$ cat src/mbw_pkg.sv
// Shared types, constants and helpers for the maze backtrack walker.
package mbw_pkg;

    localparam int GRID_ROWS   = 16;
    localparam int GRID_COLS   = 16;
    localparam int STACK_DEPTH = 256;

    localparam int GRID_CELLS = GRID_ROWS * GRID_COLS;
    localparam int CELL_AW    = $clog2(GRID_CELLS);
    localparam int STACK_AW   = $clog2(STACK_DEPTH);
    localparam int SP_W       = $clog2(STACK_DEPTH + 1);
    localparam int COORD_W    = 4;
    localparam int CELL_W     = 2;
    localparam int STAT_W     = 3;
    localparam int CNT_W      = 3;
    localparam int POS_W      = 2 * COORD_W;

    localparam logic OP_LOAD = 1'b0;
    localparam logic OP_STEP = 1'b1;

    // Grid codes; the load kind uses the same encoding
    localparam logic [CELL_W-1:0] CELL_WALL = 2'd0;
    localparam logic [CELL_W-1:0] CELL_OPEN = 2'd1;
    localparam logic [CELL_W-1:0] CELL_SEEN = 2'd2;
    localparam logic [CELL_W-1:0] CELL_END  = 2'd3;

    localparam logic [1:0] DIR_UP    = 2'd0;
    localparam logic [1:0] DIR_RIGHT = 2'd1;
    localparam logic [1:0] DIR_DOWN  = 2'd2;
    localparam logic [1:0] DIR_LEFT  = 2'd3;

    localparam logic [STAT_W-1:0] STAT_LOADED  = 3'd0;
    localparam logic [STAT_W-1:0] STAT_MOVED   = 3'd1;
    localparam logic [STAT_W-1:0] STAT_BACK    = 3'd2;
    localparam logic [STAT_W-1:0] STAT_AT_END  = 3'd3;
    localparam logic [STAT_W-1:0] STAT_NO_PATH = 3'd4;

    typedef struct packed {
        logic               op;
        logic [COORD_W-1:0] row;
        logic [COORD_W-1:0] col;
        logic [CELL_W-1:0]  cell_kind;
    } t_in_item;

    typedef struct packed {
        logic [COORD_W-1:0] pos_row;
        logic [COORD_W-1:0] pos_col;
        logic [STAT_W-1:0]  status;
        logic [CNT_W-1:0]   branch_count;
        logic               pushed;
    } t_out_item;

    function automatic logic in_grid(input logic [COORD_W-1:0] row,
                                     input logic [COORD_W-1:0] col);
        return (int'(row) < GRID_ROWS) && (int'(col) < GRID_COLS);
    endfunction

    function automatic logic [CELL_AW-1:0] cell_addr(input logic [COORD_W-1:0] row,
                                                     input logic [COORD_W-1:0] col);
        return CELL_AW'(int'(row) * GRID_COLS + int'(col));
    endfunction

    function automatic logic passable(input logic [CELL_W-1:0] code);
        return (code == CELL_OPEN) || (code == CELL_END);
    endfunction

endpackage

$ cat src/mbw_ram.sv
// Generic single-port RAM with registered read.
module mbw_ram #(
    parameter int WIDTH = 8,
    parameter int DEPTH = 256
) (
    input  logic                     i_clk,
    input  logic                     i_we,
    input  logic [$clog2(DEPTH)-1:0] i_addr,
    input  logic [WIDTH-1:0]         i_wdata,
    output logic [WIDTH-1:0]         o_rdata
);

    logic [WIDTH-1:0] r_mem [DEPTH];
    logic [WIDTH-1:0] r_rdata;

    always_ff @(posedge i_clk) begin
        if (i_we) begin
            r_mem[i_addr] <= i_wdata;
        end
        r_rdata <= r_mem[i_addr];
    end

    assign o_rdata = r_rdata;

endmodule

$ cat src/maze_backtrack_walker_top.sv
// Depth-first maze walker: grid memory, branch-point stack memory and step sequencer.
//
//  channel | handshake              | payload               | notes
//  --------+------------------------+-----------------------+---------------------------
//  input   | start (accept: !busy)  | i_item  (t_in_item)   | load one cell or one step
//  result  | o_valid (1-cycle pulse)| o_result (t_out_item) | one result per item
//
// A load item is taken in idle; busy stays low and its result pulses the
// next cycle. A step item reads the current cell and its four neighbors through
// the single grid memory port, one cell per cycle, so busy is high through the
// down, up, right, left and decide states; a backtrack adds the pop state for
// the stack memory read. A step that finds the walker already at the end
// returns from the down state.
// Reset: i_rst_n is synchronous, active low. Every grid cell reads as wall after
// reset through per-cell valid bits; the stack memory needs no clearing.
// Stalls: the receiver cannot stall; each result is shown for exactly one cycle.
module maze_backtrack_walker_top (
    input  logic               i_clk,
    input  logic               i_rst_n,
    input  logic               start,
    input  mbw_pkg::t_in_item  i_item,
    output logic               busy,
    output logic               o_valid,
    output mbw_pkg::t_out_item o_result
);

    // Sequencer states: each neighbor state names the neighbor read issued in it
    localparam logic [2:0] ST_IDLE = 3'd0;
    localparam logic [2:0] ST_DN   = 3'd1;  // cur cell data back, issue down
    localparam logic [2:0] ST_UP   = 3'd2;  // down back, issue up
    localparam logic [2:0] ST_RT   = 3'd3;  // up back, issue right
    localparam logic [2:0] ST_LT   = 3'd4;  // right back, issue left
    localparam logic [2:0] ST_DEC  = 3'd5;  // left back, decide and write back
    localparam logic [2:0] ST_POP  = 3'd6;  // stack data back, jump

    logic [2:0] r_state, n_state;

    // Walker and bookkeeping
    logic [mbw_pkg::COORD_W-1:0] r_row, n_row, r_col, n_col;
    logic [1:0]                  r_came, n_came;
    logic                        r_started, n_started;
    logic [mbw_pkg::COORD_W-1:0] r_st_row, n_st_row, r_st_col, n_st_col;
    logic [mbw_pkg::COORD_W-1:0] r_end_row, n_end_row, r_end_col, n_end_col;
    logic [mbw_pkg::SP_W-1:0]    r_sp, n_sp;
    logic [mbw_pkg::CNT_W-1:0]   r_cnt, n_cnt;

    // Captured neighbor codes
    logic [mbw_pkg::CELL_W-1:0] r_code_dn, n_code_dn;
    logic [mbw_pkg::CELL_W-1:0] r_code_up, n_code_up;
    logic [mbw_pkg::CELL_W-1:0] r_code_rt, n_code_rt;

    // Grid memory port and per-cell written flags (unwritten reads as wall)
    logic                         g_we;
    logic [mbw_pkg::CELL_AW-1:0]  g_addr;
    logic [mbw_pkg::CELL_W-1:0]   g_wdata, g_rdata;
    logic                         g_rd_ok;
    logic                         r_rd_ok;
    logic [mbw_pkg::GRID_CELLS-1:0] r_grid_vld;
    logic [mbw_pkg::CELL_W-1:0]   code_now;

    // Stack memory port
    logic                          s_we;
    logic [mbw_pkg::STACK_AW-1:0]  s_addr;
    logic [mbw_pkg::POS_W-1:0]     s_wdata, s_rdata;

    // Result register
    logic               r_out_valid, n_out_valid;
    mbw_pkg::t_out_item r_out, n_out;

    // Neighbor coordinates and in-grid flags
    logic [mbw_pkg::COORD_W-1:0] row_dn, row_up, col_rt, col_lt;
    logic                        ok_dn, ok_up, ok_rt, ok_lt;
    logic                        take_in;

    // Decision terms
    logic                        av_dn, av_up, av_rt, av_lt;
    logic [mbw_pkg::CNT_W-1:0]   cnt;
    logic                        do_push, moved, land_end;
    logic [mbw_pkg::COORD_W-1:0] mv_row, mv_col;
    logic [1:0]                  mv_came;
    logic [mbw_pkg::CELL_W-1:0]  mv_code;
    logic [mbw_pkg::SP_W-1:0]    sp_dec;

    mbw_ram #(
        .WIDTH(mbw_pkg::CELL_W),
        .DEPTH(mbw_pkg::GRID_CELLS)
    ) u_grid_ram (
        .i_clk  (i_clk),
        .i_we   (g_we),
        .i_addr (g_addr),
        .i_wdata(g_wdata),
        .o_rdata(g_rdata)
    );

    mbw_ram #(
        .WIDTH(mbw_pkg::POS_W),
        .DEPTH(mbw_pkg::STACK_DEPTH)
    ) u_stack_ram (
        .i_clk  (i_clk),
        .i_we   (s_we),
        .i_addr (s_addr),
        .i_wdata(s_wdata),
        .o_rdata(s_rdata)
    );

    assign take_in  = start && (r_state == ST_IDLE);
    assign code_now = r_rd_ok ? g_rdata : mbw_pkg::CELL_WALL;

    assign row_dn = r_row + 1'b1;
    assign row_up = r_row - 1'b1;
    assign col_rt = r_col + 1'b1;
    assign col_lt = r_col - 1'b1;
    assign ok_dn  = (r_row != '1) && mbw_pkg::in_grid(row_dn, r_col);
    assign ok_up  = (r_row != '0) && mbw_pkg::in_grid(row_up, r_col);
    assign ok_rt  = (r_col != '1) && mbw_pkg::in_grid(r_row, col_rt);
    assign ok_lt  = (r_col != '0) && mbw_pkg::in_grid(r_row, col_lt);

    // Step decision, valid in ST_DEC where code_now is the left neighbor
    assign av_dn  = mbw_pkg::passable(r_code_dn);
    assign av_up  = mbw_pkg::passable(r_code_up);
    assign av_rt  = mbw_pkg::passable(r_code_rt);
    assign av_lt  = mbw_pkg::passable(code_now);
    assign cnt    = mbw_pkg::CNT_W'(av_dn) + mbw_pkg::CNT_W'(av_up)
                  + mbw_pkg::CNT_W'(av_rt) + mbw_pkg::CNT_W'(av_lt);
    assign do_push = (cnt > mbw_pkg::CNT_W'(1))
                  && (r_sp < mbw_pkg::SP_W'(mbw_pkg::STACK_DEPTH));
    assign sp_dec  = r_sp - 1'b1;

    // Move priority: down, up, right, left, never back the way we came
    always_comb begin
        moved   = 1'b1;
        mv_row  = r_row;
        mv_col  = r_col;
        mv_came = r_came;
        mv_code = mbw_pkg::CELL_WALL;
        priority if (av_dn && r_came != mbw_pkg::DIR_DOWN) begin
            mv_row  = row_dn;
            mv_came = mbw_pkg::DIR_UP;
            mv_code = r_code_dn;
        end else if (av_up && r_came != mbw_pkg::DIR_UP) begin
            mv_row  = row_up;
            mv_came = mbw_pkg::DIR_DOWN;
            mv_code = r_code_up;
        end else if (av_rt && r_came != mbw_pkg::DIR_RIGHT) begin
            mv_col  = col_rt;
            mv_came = mbw_pkg::DIR_LEFT;
            mv_code = r_code_rt;
        end else if (av_lt && r_came != mbw_pkg::DIR_LEFT) begin
            mv_col  = col_lt;
            mv_came = mbw_pkg::DIR_RIGHT;
            mv_code = code_now;
        end else begin
            moved = 1'b0;
        end
    end

    assign land_end = ((mv_row == r_end_row) && (mv_col == r_end_col))
                   || (mv_code == mbw_pkg::CELL_END);

    always_comb begin
        n_state     = r_state;
        n_row       = r_row;
        n_col       = r_col;
        n_came      = r_came;
        n_started   = r_started;
        n_st_row    = r_st_row;
        n_st_col    = r_st_col;
        n_end_row   = r_end_row;
        n_end_col   = r_end_col;
        n_sp        = r_sp;
        n_cnt       = r_cnt;
        n_code_dn   = r_code_dn;
        n_code_up   = r_code_up;
        n_code_rt   = r_code_rt;
        n_out_valid = 1'b0;
        n_out       = r_out;

        g_we    = 1'b0;
        g_addr  = mbw_pkg::cell_addr(r_row, r_col);
        g_wdata = mbw_pkg::CELL_SEEN;
        g_rd_ok = 1'b0;
        s_we    = 1'b0;
        s_addr  = r_sp[mbw_pkg::STACK_AW-1:0];
        s_wdata = {r_row, r_col};

        unique case (r_state)
            ST_IDLE: begin
                if (take_in && i_item.op == mbw_pkg::OP_LOAD) begin
                    g_addr  = mbw_pkg::cell_addr(i_item.row, i_item.col);
                    g_wdata = i_item.cell_kind;
                    if (mbw_pkg::in_grid(i_item.row, i_item.col)) begin
                        g_we = 1'b1;
                        if (i_item.cell_kind == mbw_pkg::CELL_SEEN) begin
                            n_st_row = i_item.row;
                            n_st_col = i_item.col;
                        end else if (i_item.cell_kind == mbw_pkg::CELL_END) begin
                            n_end_row = i_item.row;
                            n_end_col = i_item.col;
                        end
                    end
                    n_out_valid = 1'b1;
                    n_out = '{pos_row: r_row, pos_col: r_col,
                              status: mbw_pkg::STAT_LOADED,
                              branch_count: '0, pushed: 1'b0};
                end else if (take_in) begin
                    // First step places the walker on the start cell
                    if (!r_started) begin
                        n_started = 1'b1;
                        n_row     = r_st_row;
                        n_col     = r_st_col;
                        n_came    = mbw_pkg::DIR_LEFT;
                        g_addr    = mbw_pkg::cell_addr(r_st_row, r_st_col);
                        g_rd_ok   = mbw_pkg::in_grid(r_st_row, r_st_col);
                    end else begin
                        g_rd_ok   = mbw_pkg::in_grid(r_row, r_col);
                    end
                    n_state = ST_DN;
                end
            end
            ST_DN: begin
                if (((r_row == r_end_row) && (r_col == r_end_col))
                    || (code_now == mbw_pkg::CELL_END)) begin
                    n_out_valid = 1'b1;
                    n_out = '{pos_row: r_row, pos_col: r_col,
                              status: mbw_pkg::STAT_AT_END,
                              branch_count: '0, pushed: 1'b0};
                    n_state = ST_IDLE;
                end else begin
                    g_addr  = mbw_pkg::cell_addr(row_dn, r_col);
                    g_rd_ok = ok_dn;
                    n_state = ST_UP;
                end
            end
            ST_UP: begin
                n_code_dn = code_now;
                g_addr    = mbw_pkg::cell_addr(row_up, r_col);
                g_rd_ok   = ok_up;
                n_state   = ST_RT;
            end
            ST_RT: begin
                n_code_up = code_now;
                g_addr    = mbw_pkg::cell_addr(r_row, col_rt);
                g_rd_ok   = ok_rt;
                n_state   = ST_LT;
            end
            ST_LT: begin
                n_code_rt = code_now;
                g_addr    = mbw_pkg::cell_addr(r_row, col_lt);
                g_rd_ok   = ok_lt;
                n_state   = ST_DEC;
            end
            ST_DEC: begin
                // mark current cell visited
                g_we  = mbw_pkg::in_grid(r_row, r_col);
                n_cnt = cnt;
                n_state = ST_IDLE;
                if (moved) begin
                    s_we   = do_push;
                    n_sp   = r_sp + mbw_pkg::SP_W'(do_push);
                    n_row  = mv_row;
                    n_col  = mv_col;
                    n_came = mv_came;
                    n_out_valid = 1'b1;
                    n_out = '{pos_row: mv_row, pos_col: mv_col,
                              status: land_end ? mbw_pkg::STAT_AT_END
                                               : mbw_pkg::STAT_MOVED,
                              branch_count: cnt, pushed: do_push};
                end else if (do_push) begin
                    // push then pop of the same cell: walker stays put
                    n_out_valid = 1'b1;
                    n_out = '{pos_row: r_row, pos_col: r_col,
                              status: mbw_pkg::STAT_BACK,
                              branch_count: cnt, pushed: 1'b1};
                end else if (r_sp == '0) begin
                    n_out_valid = 1'b1;
                    n_out = '{pos_row: r_row, pos_col: r_col,
                              status: mbw_pkg::STAT_NO_PATH,
                              branch_count: cnt, pushed: 1'b0};
                end else begin
                    s_addr  = sp_dec[mbw_pkg::STACK_AW-1:0];
                    n_sp    = sp_dec;
                    n_state = ST_POP;
                end
            end
            ST_POP: begin
                n_row = s_rdata[mbw_pkg::POS_W-1:mbw_pkg::COORD_W];
                n_col = s_rdata[mbw_pkg::COORD_W-1:0];
                n_out_valid = 1'b1;
                n_out = '{pos_row: s_rdata[mbw_pkg::POS_W-1:mbw_pkg::COORD_W],
                          pos_col: s_rdata[mbw_pkg::COORD_W-1:0],
                          status: mbw_pkg::STAT_BACK,
                          branch_count: r_cnt, pushed: 1'b0};
                n_state = ST_IDLE;
            end
            default: begin
                n_state = ST_IDLE;
            end
        endcase
    end

    always_ff @(posedge i_clk) begin
        if (!i_rst_n) begin
            r_state     <= ST_IDLE;
            r_row       <= '0;
            r_col       <= '0;
            r_came      <= mbw_pkg::DIR_LEFT;
            r_started   <= 1'b0;
            r_st_row    <= '0;
            r_st_col    <= '0;
            r_end_row   <= '0;
            r_end_col   <= '0;
            r_sp        <= '0;
            r_out_valid <= 1'b0;
            r_grid_vld  <= '0;
            r_rd_ok     <= 1'b0;
        end else begin
            r_state     <= n_state;
            r_row       <= n_row;
            r_col       <= n_col;
            r_came      <= n_came;
            r_started   <= n_started;
            r_st_row    <= n_st_row;
            r_st_col    <= n_st_col;
            r_end_row   <= n_end_row;
            r_end_col   <= n_end_col;
            r_sp        <= n_sp;
            r_out_valid <= n_out_valid;
            r_rd_ok     <= g_rd_ok && r_grid_vld[g_addr];
            if (g_we) begin
                r_grid_vld[g_addr] <= 1'b1;
            end
        end
    end

    // payload, no reset
    always_ff @(posedge i_clk) begin
        r_cnt     <= n_cnt;
        r_code_dn <= n_code_dn;
        r_code_up <= n_code_up;
        r_code_rt <= n_code_rt;
        r_out     <= n_out;
    end

    assign busy     = (r_state != ST_IDLE);
    assign o_valid  = r_out_valid;
    assign o_result = r_out;

endmodule

$ cat config.mk
export PLATFORM = sky130hd
export DESIGN_NAME = maze_backtrack_walker_top
export DESIGN_NICKNAME = d
export VERILOG_FILES = /design/src/mbw_pkg.sv /design/src/mbw_ram.sv /design/src/maze_backtrack_walker_top.sv
export SDC_FILE = /design/constraint.sdc
export NUM_CORES = 2
export LEC_CHECK = 0
export BUFFER_PORTS_ARGS = -buffer_cell sky130_fd_sc_hd__buf_2
export CAP_MARGIN = 25
export CORE_UTILIZATION = 50
export CTS_CLUSTER_DIAMETER = 30
export DETAILED_ROUTE_END_ITERATION = 12
export PLACE_DENSITY = 0.68
export SLEW_MARGIN = 20
export SYNTH_ARGS = -nofsm -noshare
export SYNTH_HDL_FRONTEND = slang
export SYNTH_SLANG_ARGS = --single-unit
$ cat constraint.sdc
create_clock -name i_clk -period 7.45 [get_ports i_clk]
set_clock_uncertainty 0.15 [all_clocks]
set_input_delay 1.49 -clock i_clk [delete_from_list [all_inputs] [get_ports i_clk]]
set_output_delay 1.49 -clock i_clk [all_outputs]
set_load 0.005 [all_outputs]
Yosys cells after proc, flatten, opt, wreduce, memory -nomap -nowiden
Memory sizes are Yosys's and may differ from the RTL's. A register that Yosys moved wholly into a read port is not among the register bits.
Cells that the tools add are included.
{"block": "totals", "reg_bits": 321, "ramBits": 2560, "in_bits": 14, "output_inout_bits": 17, "word_cells": 201, "n_memories": 2}
{"block": "classes", "add_sub_neg": 16, "n_lt_le_gt_ge": 4, "eq_ne": 36, "muxes": 83, "bitwise_logic": 4, "n_reduce_logical": 34}
{"memory": "u_stack_ram.r_mem", "depth": 256, "word_bits": 8, "read_ports": 1, "rd_ports_with_merged_regs": 1, "wr": 1, "line_no": "mbw_ram.sv:13", "text": "logic [WIDTH-1:0] r_mem [DEPTH];"}
{"memory": "u_grid_ram.r_mem", "depth": 256, "word_bits": 2, "read_ports": 1, "rd_ports_with_merged_regs": 1, "wr": 1, "line_no": "mbw_ram.sv:13"}
{"cell": "256-bit bitwise OR", "n": 1}
{"cell": "15-bit two-way mux", "n": 5}
{"cell": "8-bit two-way mux", "n": 8}
{"cell": "15-bit case mux with 4 select lines", "n": 1}
{"cell": "8-bit by 4-bit adder with 8-bit output", "n": 7}
{"cell": "4-bit two-way mux", "n": 14}
{"cell": "8-bit case mux with 5 select lines", "n": 1}
{"cell": "2-bit two-way mux", "n": 17}
{"cell": "9-bit two-way mux", "n": 3}
{"cell": "4-bit case mux with 3 select lines", "n": 2}
{"cell": "1-bit two-way mux", "n": 20}
{"cell": "3-bit case mux with 6 select lines", "n": 1}
{"cell": "4-bit equality test", "n": 4}
{"cell": "2-bit != test, second input constant", "n": 8}
{"cell": "3-bit two-way mux", "n": 5}
{"cell": "2-bit equality test, second input constant", "n": 7}
{"cell": "4-bit != test, second input constant", "n": 3}
{"cell": "4-bit nonzero test", "n": 3}
{"cell": "1-bit logical AND", "n": 11}
{"cell": "9-bit by 1-bit adder with 9-bit output", "n": 1}
{"cell": "3-bit equality test, second input constant", "n": 3}
{"cell": "9-bit zero test", "n": 1}
{"cell": "8-bit by 9-bit < comparator with 1-bit output, second input constant", "n": 1}
{"cell": "9-bit < comparator, second input constant", "n": 1}
{"cell": "other kinds (29)", "n": 49}

Depth between registers and ports, before layout
{"block": "depth", "ltp_word": 14, "mapped_depth": 21, "ltp_nobuf": 15}

By module
A second synthesis with hierarchy kept.
{"block": "hier_totals", "cells_unflattened": 6545, "area_unflattened_um2": 114677.5}
{"mod": "mbw_ram (u_stack_ram)", "instances": 1, "cells_each": 3547, "area_per_inst_um2": 78492.8, "seq_area_each_um2": 61659.1}
{"mod": "mbw_ram (u_grid_ram)", "instances": 1, "cells_each": 1174, "area_per_inst_um2": 20796.2, "seq_area_each_um2": 15414.8}
{"mod": "maze_backtrack_walker_top", "instances": 1, "cells_each": 1824, "area_per_inst_um2": 15388.5, "seq_area_each_um2": 6666.4}

Worst setup path before layout
OpenSTA, ideal clock, no wires.
{"block": "synth_path", "kind": "register -> register", "start": "reg r_col[0] in the netlist's numbering", "end": "reg u_grid_ram.r_rdata[1] (netlist: u_grid_ram.o_rdata[1]), read port of u_grid_ram.r_mem", "setup_time_ns": 0.138, "t_arrival_ns": 6.762, "required_time_ns": 7.162, "slack_ns": 0.400, "path_stages_with_launch": 15, "n_path_buf": 4, "period_less_slack_ns": 7.050, "path_cell_list": "dfxtp_1 -> clkbuf_1 -> inv_1 -> ha_1 -> and3_1 -> a31o_2 -> a211oi_1 -> clkbuf_1 -> clkbuf_1 -> clkbuf_1 -> nand3_1 -> a311oi_1 -> nor4_1 -> o41ai_1 -> nand4_1"}
{"block": "synth_between", "elab_chain_cells": 5, "word_cells_on_any_way": 15, "classes_between": "7 x add/sub; 1 x eq/ne; 5 x mux; 2 x reduce/logical"}
{"element": "start: declaration", "line_no": "maze_backtrack_walker_top.sv:39", "text": "logic [mbw_pkg::COORD_W-1:0] r_row, n_row, r_col, n_col;"}
{"element": "start signal: assignment", "line_no": "maze_backtrack_walker_top.sv:319", "text": "r_col <= n_col;"}
{"element": "branches (longest 4 deep; another with 8-bit by 4-bit adder with 8-bit output)"}
{"element": "8-bit case mux with 5 select lines *", "line_no": "maze_backtrack_walker_top.sv:186", "text": "unique case (r_state)"}
{"element": "end: declaration", "line_no": "mbw_ram.sv:14", "text": "logic [WIDTH-1:0] r_rdata;"}
Mark *: on every way between the ends.
A chain may end at the register's enable or synchronous reset.

Worst setup path after layout
{"block": "layout_path", "start": "reg r_code_dn[0] in the netlist's numbering", "end": "reg u_stack_ram.r_rdata[4] (netlist: u_stack_ram.o_rdata[4]), read port of u_stack_ram.r_mem"}
{"block": "layout_between", "elab_chain_cells": 10, "word_cells_on_any_way": 13, "classes_between": "3 x add/sub; 1 x order compare; 2 x eq/ne; 4 x mux; 3 x reduce/logical"}
{"element": "start: declaration", "line_no": "maze_backtrack_walker_top.sv:48", "text": "logic [mbw_pkg::CELL_W-1:0] r_code_dn, n_code_dn;"}
{"element": "start signal: assignment", "line_no": "maze_backtrack_walker_top.sv:338", "text": "r_code_dn <= n_code_dn;"}
{"element": "2-bit by 1-bit equality test with 1-bit output / 2-bit equality test (equally long branches)", "line_no": "mbw_pkg.sv:64", "text": "return (code == CELL_OPEN) || (code == CELL_END);"}
{"element": "1-bit logical OR *", "line_no": "mbw_pkg.sv:64"}
{"element": "1-bit by 1-bit adder with 2-bit output", "line_no": "maze_backtrack_walker_top.sv:123", "text": "assign cnt = mbw_pkg::CNT_W'(av_dn) + mbw_pkg::CNT_W'(av_up)"}
{"element": "2-bit by 1-bit adder with 3-bit output", "line_no": "maze_backtrack_walker_top.sv:124", "text": "+ mbw_pkg::CNT_W'(av_rt) + mbw_pkg::CNT_W'(av_lt);"}
{"element": "3-bit by 1-bit adder with 3-bit output", "line_no": "maze_backtrack_walker_top.sv:124"}
{"element": "3-bit by 1-bit greater-than comparator with 1-bit output", "line_no": "maze_backtrack_walker_top.sv:125", "text": "assign do_push = (cnt > mbw_pkg::CNT_W'(1))"}
{"element": "1-bit logical AND", "line_no": "maze_backtrack_walker_top.sv:126", "text": "&& (r_sp < mbw_pkg::SP_W'(mbw_pkg::STACK_DEPTH));"}
{"element": "8-bit two-way mux", "line_no": "maze_backtrack_walker_top.sv:268", "text": "end else if (do_push) begin"}
{"element": "8-bit two-way mux *", "line_no": "maze_backtrack_walker_top.sv:257", "text": "if (moved) begin"}
{"element": "8-bit two-way mux *", "line_no": "maze_backtrack_walker_top.sv:186"}
{"element": "end: declaration", "line_no": "mbw_ram.sv:14"}
Mark *: on every way between the ends. The rest lies on a longest branch, timed or not.

==> metrics <==
status complete, no violations; Total GRT Usage 28.5%; required time of the critical path 8170 ps; Synth Warn # 0; worst slack, placed 1240 ps; share of cells above drive strength 1 21.0%; Design Area, Final 0.156 mm2; area leader, netlist edfxtp_1; clock transition at the registers of the reported paths 50 ps; post-route ant nets 0; Core Area 0.263 mm2; DRT iter0 DRCs 11300; die area 0.268 mm2; Worst EP arrival 7090 ps; crit share post-route 85.4%; Cell Rows 188; TritonCTS buffer count 538; FF-to-FF End u_stack_ram.o_rdata[4]; CTS Sinks 2891; WL met1 147 mm; startpoint type of the worst setup path flip-flop; CP Class flip-flop to flip-flop; FF-to-FF path depth 13; Yosys cell types 81; Synth Flop Type edfxtp_1; Initial Utilization 50.5%; Top Layer Used met5; Pwr Total 44.0 mW; Worst Path Max Fanout 50; Congestion Overflow GR 0; met2 wire len 179 mm; synthesized area per cell 14.7 um2; Max-slew headroom 22.7%; minimum clock period 6360 ps; Mapped Area 0.133 mm2; Seq/Total Area, Yosys 63.0%; Post-layout nets 9185; syn_nets 9061; I/O Buffers 30; ys async rst share 0%; vias in the first global route 85700; placed instance area 0.137 mm2; latest clock arrival within the worst-skew pair 1030 ps; Worst Hold Endpoint r_grid_vld[186]; hold path start r_grid_vld[186]; HPWL Detailed 231 mm; share of the synthesized area in the top cell type 58.4%; CTS tree built; class of the worst hold path flip-flop to flip-flop; first-pass GRT wire length 566 mm; Vias 86400; crit end category flip-flop; vias per std cell 6.58; cell leakage power 49.5 nW; worst-margin pin slew 1160 ps; first drt pass iteration count 6; Total Wirelength 387 mm; Fin. Hold Viols 0; Final WS setup 1090 ps; Die Width 517 um; Post-Syn Instances 9035; initial antenna violation count 15; register-to-register setup slack 1090 ps; Die Height 517 um; Max VDD drop 0.000264 V; CTS root buffer clkbuf_16; Clock Path Buffers 4; CTS Hold Bufs 0; most frequent cell after synthesis edfxtp_1; Max Fclk 157 MHz; top post-synthesis cells by area edfxtp_1, mux4_2, mux2i_1, dfxtp_1, nand2_1; CTS H-tree lvls 6; gpl congestion 0.894; met3 WL post-DR 43.9 mm; largest net degree at the start of global routing 199; MaxCap Viol Count 0; Commonest cells post-synth edfxtp_1, nand2_1, mux2i_1; TNS Setup 0 ps; Worst R2R Start r_code_dn[0]; wire per inst 29.5 um; setup violators final 0; Post CTS Setup Buffer Count 0; DRC violations left 0; I/O pin count 31; Final Slew Violations 0; hold path depth 1; Resize count post-CTS 0; Yosys reg bits 2891; Post-synth EDFFs 2584; area grow syn2layout 17.7%; RSZ-0062 raised after global routing false; Power per Cell Area 281 mW/mm2
==> cell usage in the layout (no fill, tap or decap), drive strengths merged, types with 35 or more instances in the layout <==
cell	count
and3	45
nor2	775
clkbuf	608
nand3	301
mux4	777
clkinvlp	54
nand2	1154
nor4	47
a31oi	35
inv	65
o22ai	158
mux2i	1104
nor3	39
o21ai	78
buf	278
a32oi	42
clkinv	217
o21a	200
a21oi	265
dfxtp	307
edfxtp	2584
bufinv	70
==> state kept, by name, summed over array words and instances, names as in the netlist <==
signal / cells
r_end_row: 4
u_stack_ram.o_rdata: 8
r_end_col: 4
r_cnt: 3
o_result: 15
o_valid: 1
r_state: 3
r_sp: 9
r_code_up: 2
r_st_row: 4
r_col: 4
u_grid_ram.o_rdata: 2
r_code_rt: 2
u_stack_ram.r_mem: 2048
r_code_dn: 2
u_grid_ram.r_mem: 512
r_grid_vld: 256
r_came: 2
r_started: 1
r_st_col: 4
r_rd_ok: 1
r_row: 4
==> metrics by stage <==
step | utilization (%) | hold slack [ps] | cells
floorplan | - | 285 | 9035
global placement | 52.1 | 295 | 12100
detailed placement | 52.2 | 300 | 12100
CTS | 59.4 | 311 | 13100
global route | 59.4 | 319 | 13100
finish | 59.4 | 310 | 13100
==> worst max path at each step <==
| stage | from | to | slack [ps] | depth (start not counted) |
|---|---|---|---|---|
| 6_report | r_code_dn[0] | u_stack_ram.o_rdata[4] | 1090 | 13 |
| 4_1_cts | r_code_dn[0] | u_stack_ram.o_rdata[4] | 1200 | 13 |
| 3_3_place_gp | r_code_dn[0] | u_stack_ram.o_rdata[1] | 940 | 14 |
| 2_1_floorplan | r_col[0] | u_grid_ram.o_rdata[1] | 400 | 14 |
| 5_1_grt | r_code_dn[0] | u_stack_ram.o_rdata[4] | 1020 | 13 |
| 3_5_place_dp | r_code_dn[0] | u_stack_ram.o_rdata[4] | 1240 | 13 |
==> cells by family after synthesis <==
kind of cell | count (synthesis) | share of synthesized area (%)
compound gates | 1020 | 5.17
xor+xnor | 33 | 0.218
fa+ha+maj | 12 | 0.119
buf+inv | 721 | 2.17
flops | 2891 | 63.0
mux | 1886 | 21.5
simple gates | 2472 | 7.74
==> metal layers <==
layer  vias up  global-route usage (%)
met1     44200                    38.6
met4        16                    12.7
met3      1000                    6.80
met2      5466                    44.0
li1      35700                       -
met5         -                   0.216
==> report_power, final <==
group / internal [mW] / switching [mW] / total, mW
clock network: 16.1 / 8.84 / 24.9
logic: 0.309 / 0.969 / 1.28
registers: 17.7 / 0.0652 / 17.8
total: 34.1 / 9.87 / 44.0
==> layout make-up <==
type	count	area, um2
Clock buffer	607	13900
Clock inverter	380	5000
Multi-Input combinational cell	5423	46500
Timing Repair Buffer	279	2700
Sequential cell	2891	83800
Antenna cell	13	32.5
Tap cell	3515	4400
Fill cell	19200	107000
Inverter	26	106
==> critical path, stage by stage, from the launching register on <==
cell and delay, ps:
edfxtp_1 600, fa_1 560, ha_1 230, inv_1 70, ha_1 180, nor2_1 120, a211oi_1 620, nand4_1 340
mux2i_4 830, buf_12 420, a211oi_1 110, o41ai_1 960, o2111ai_1 430, or4_1 620
(Power assumes the default switching activity.)
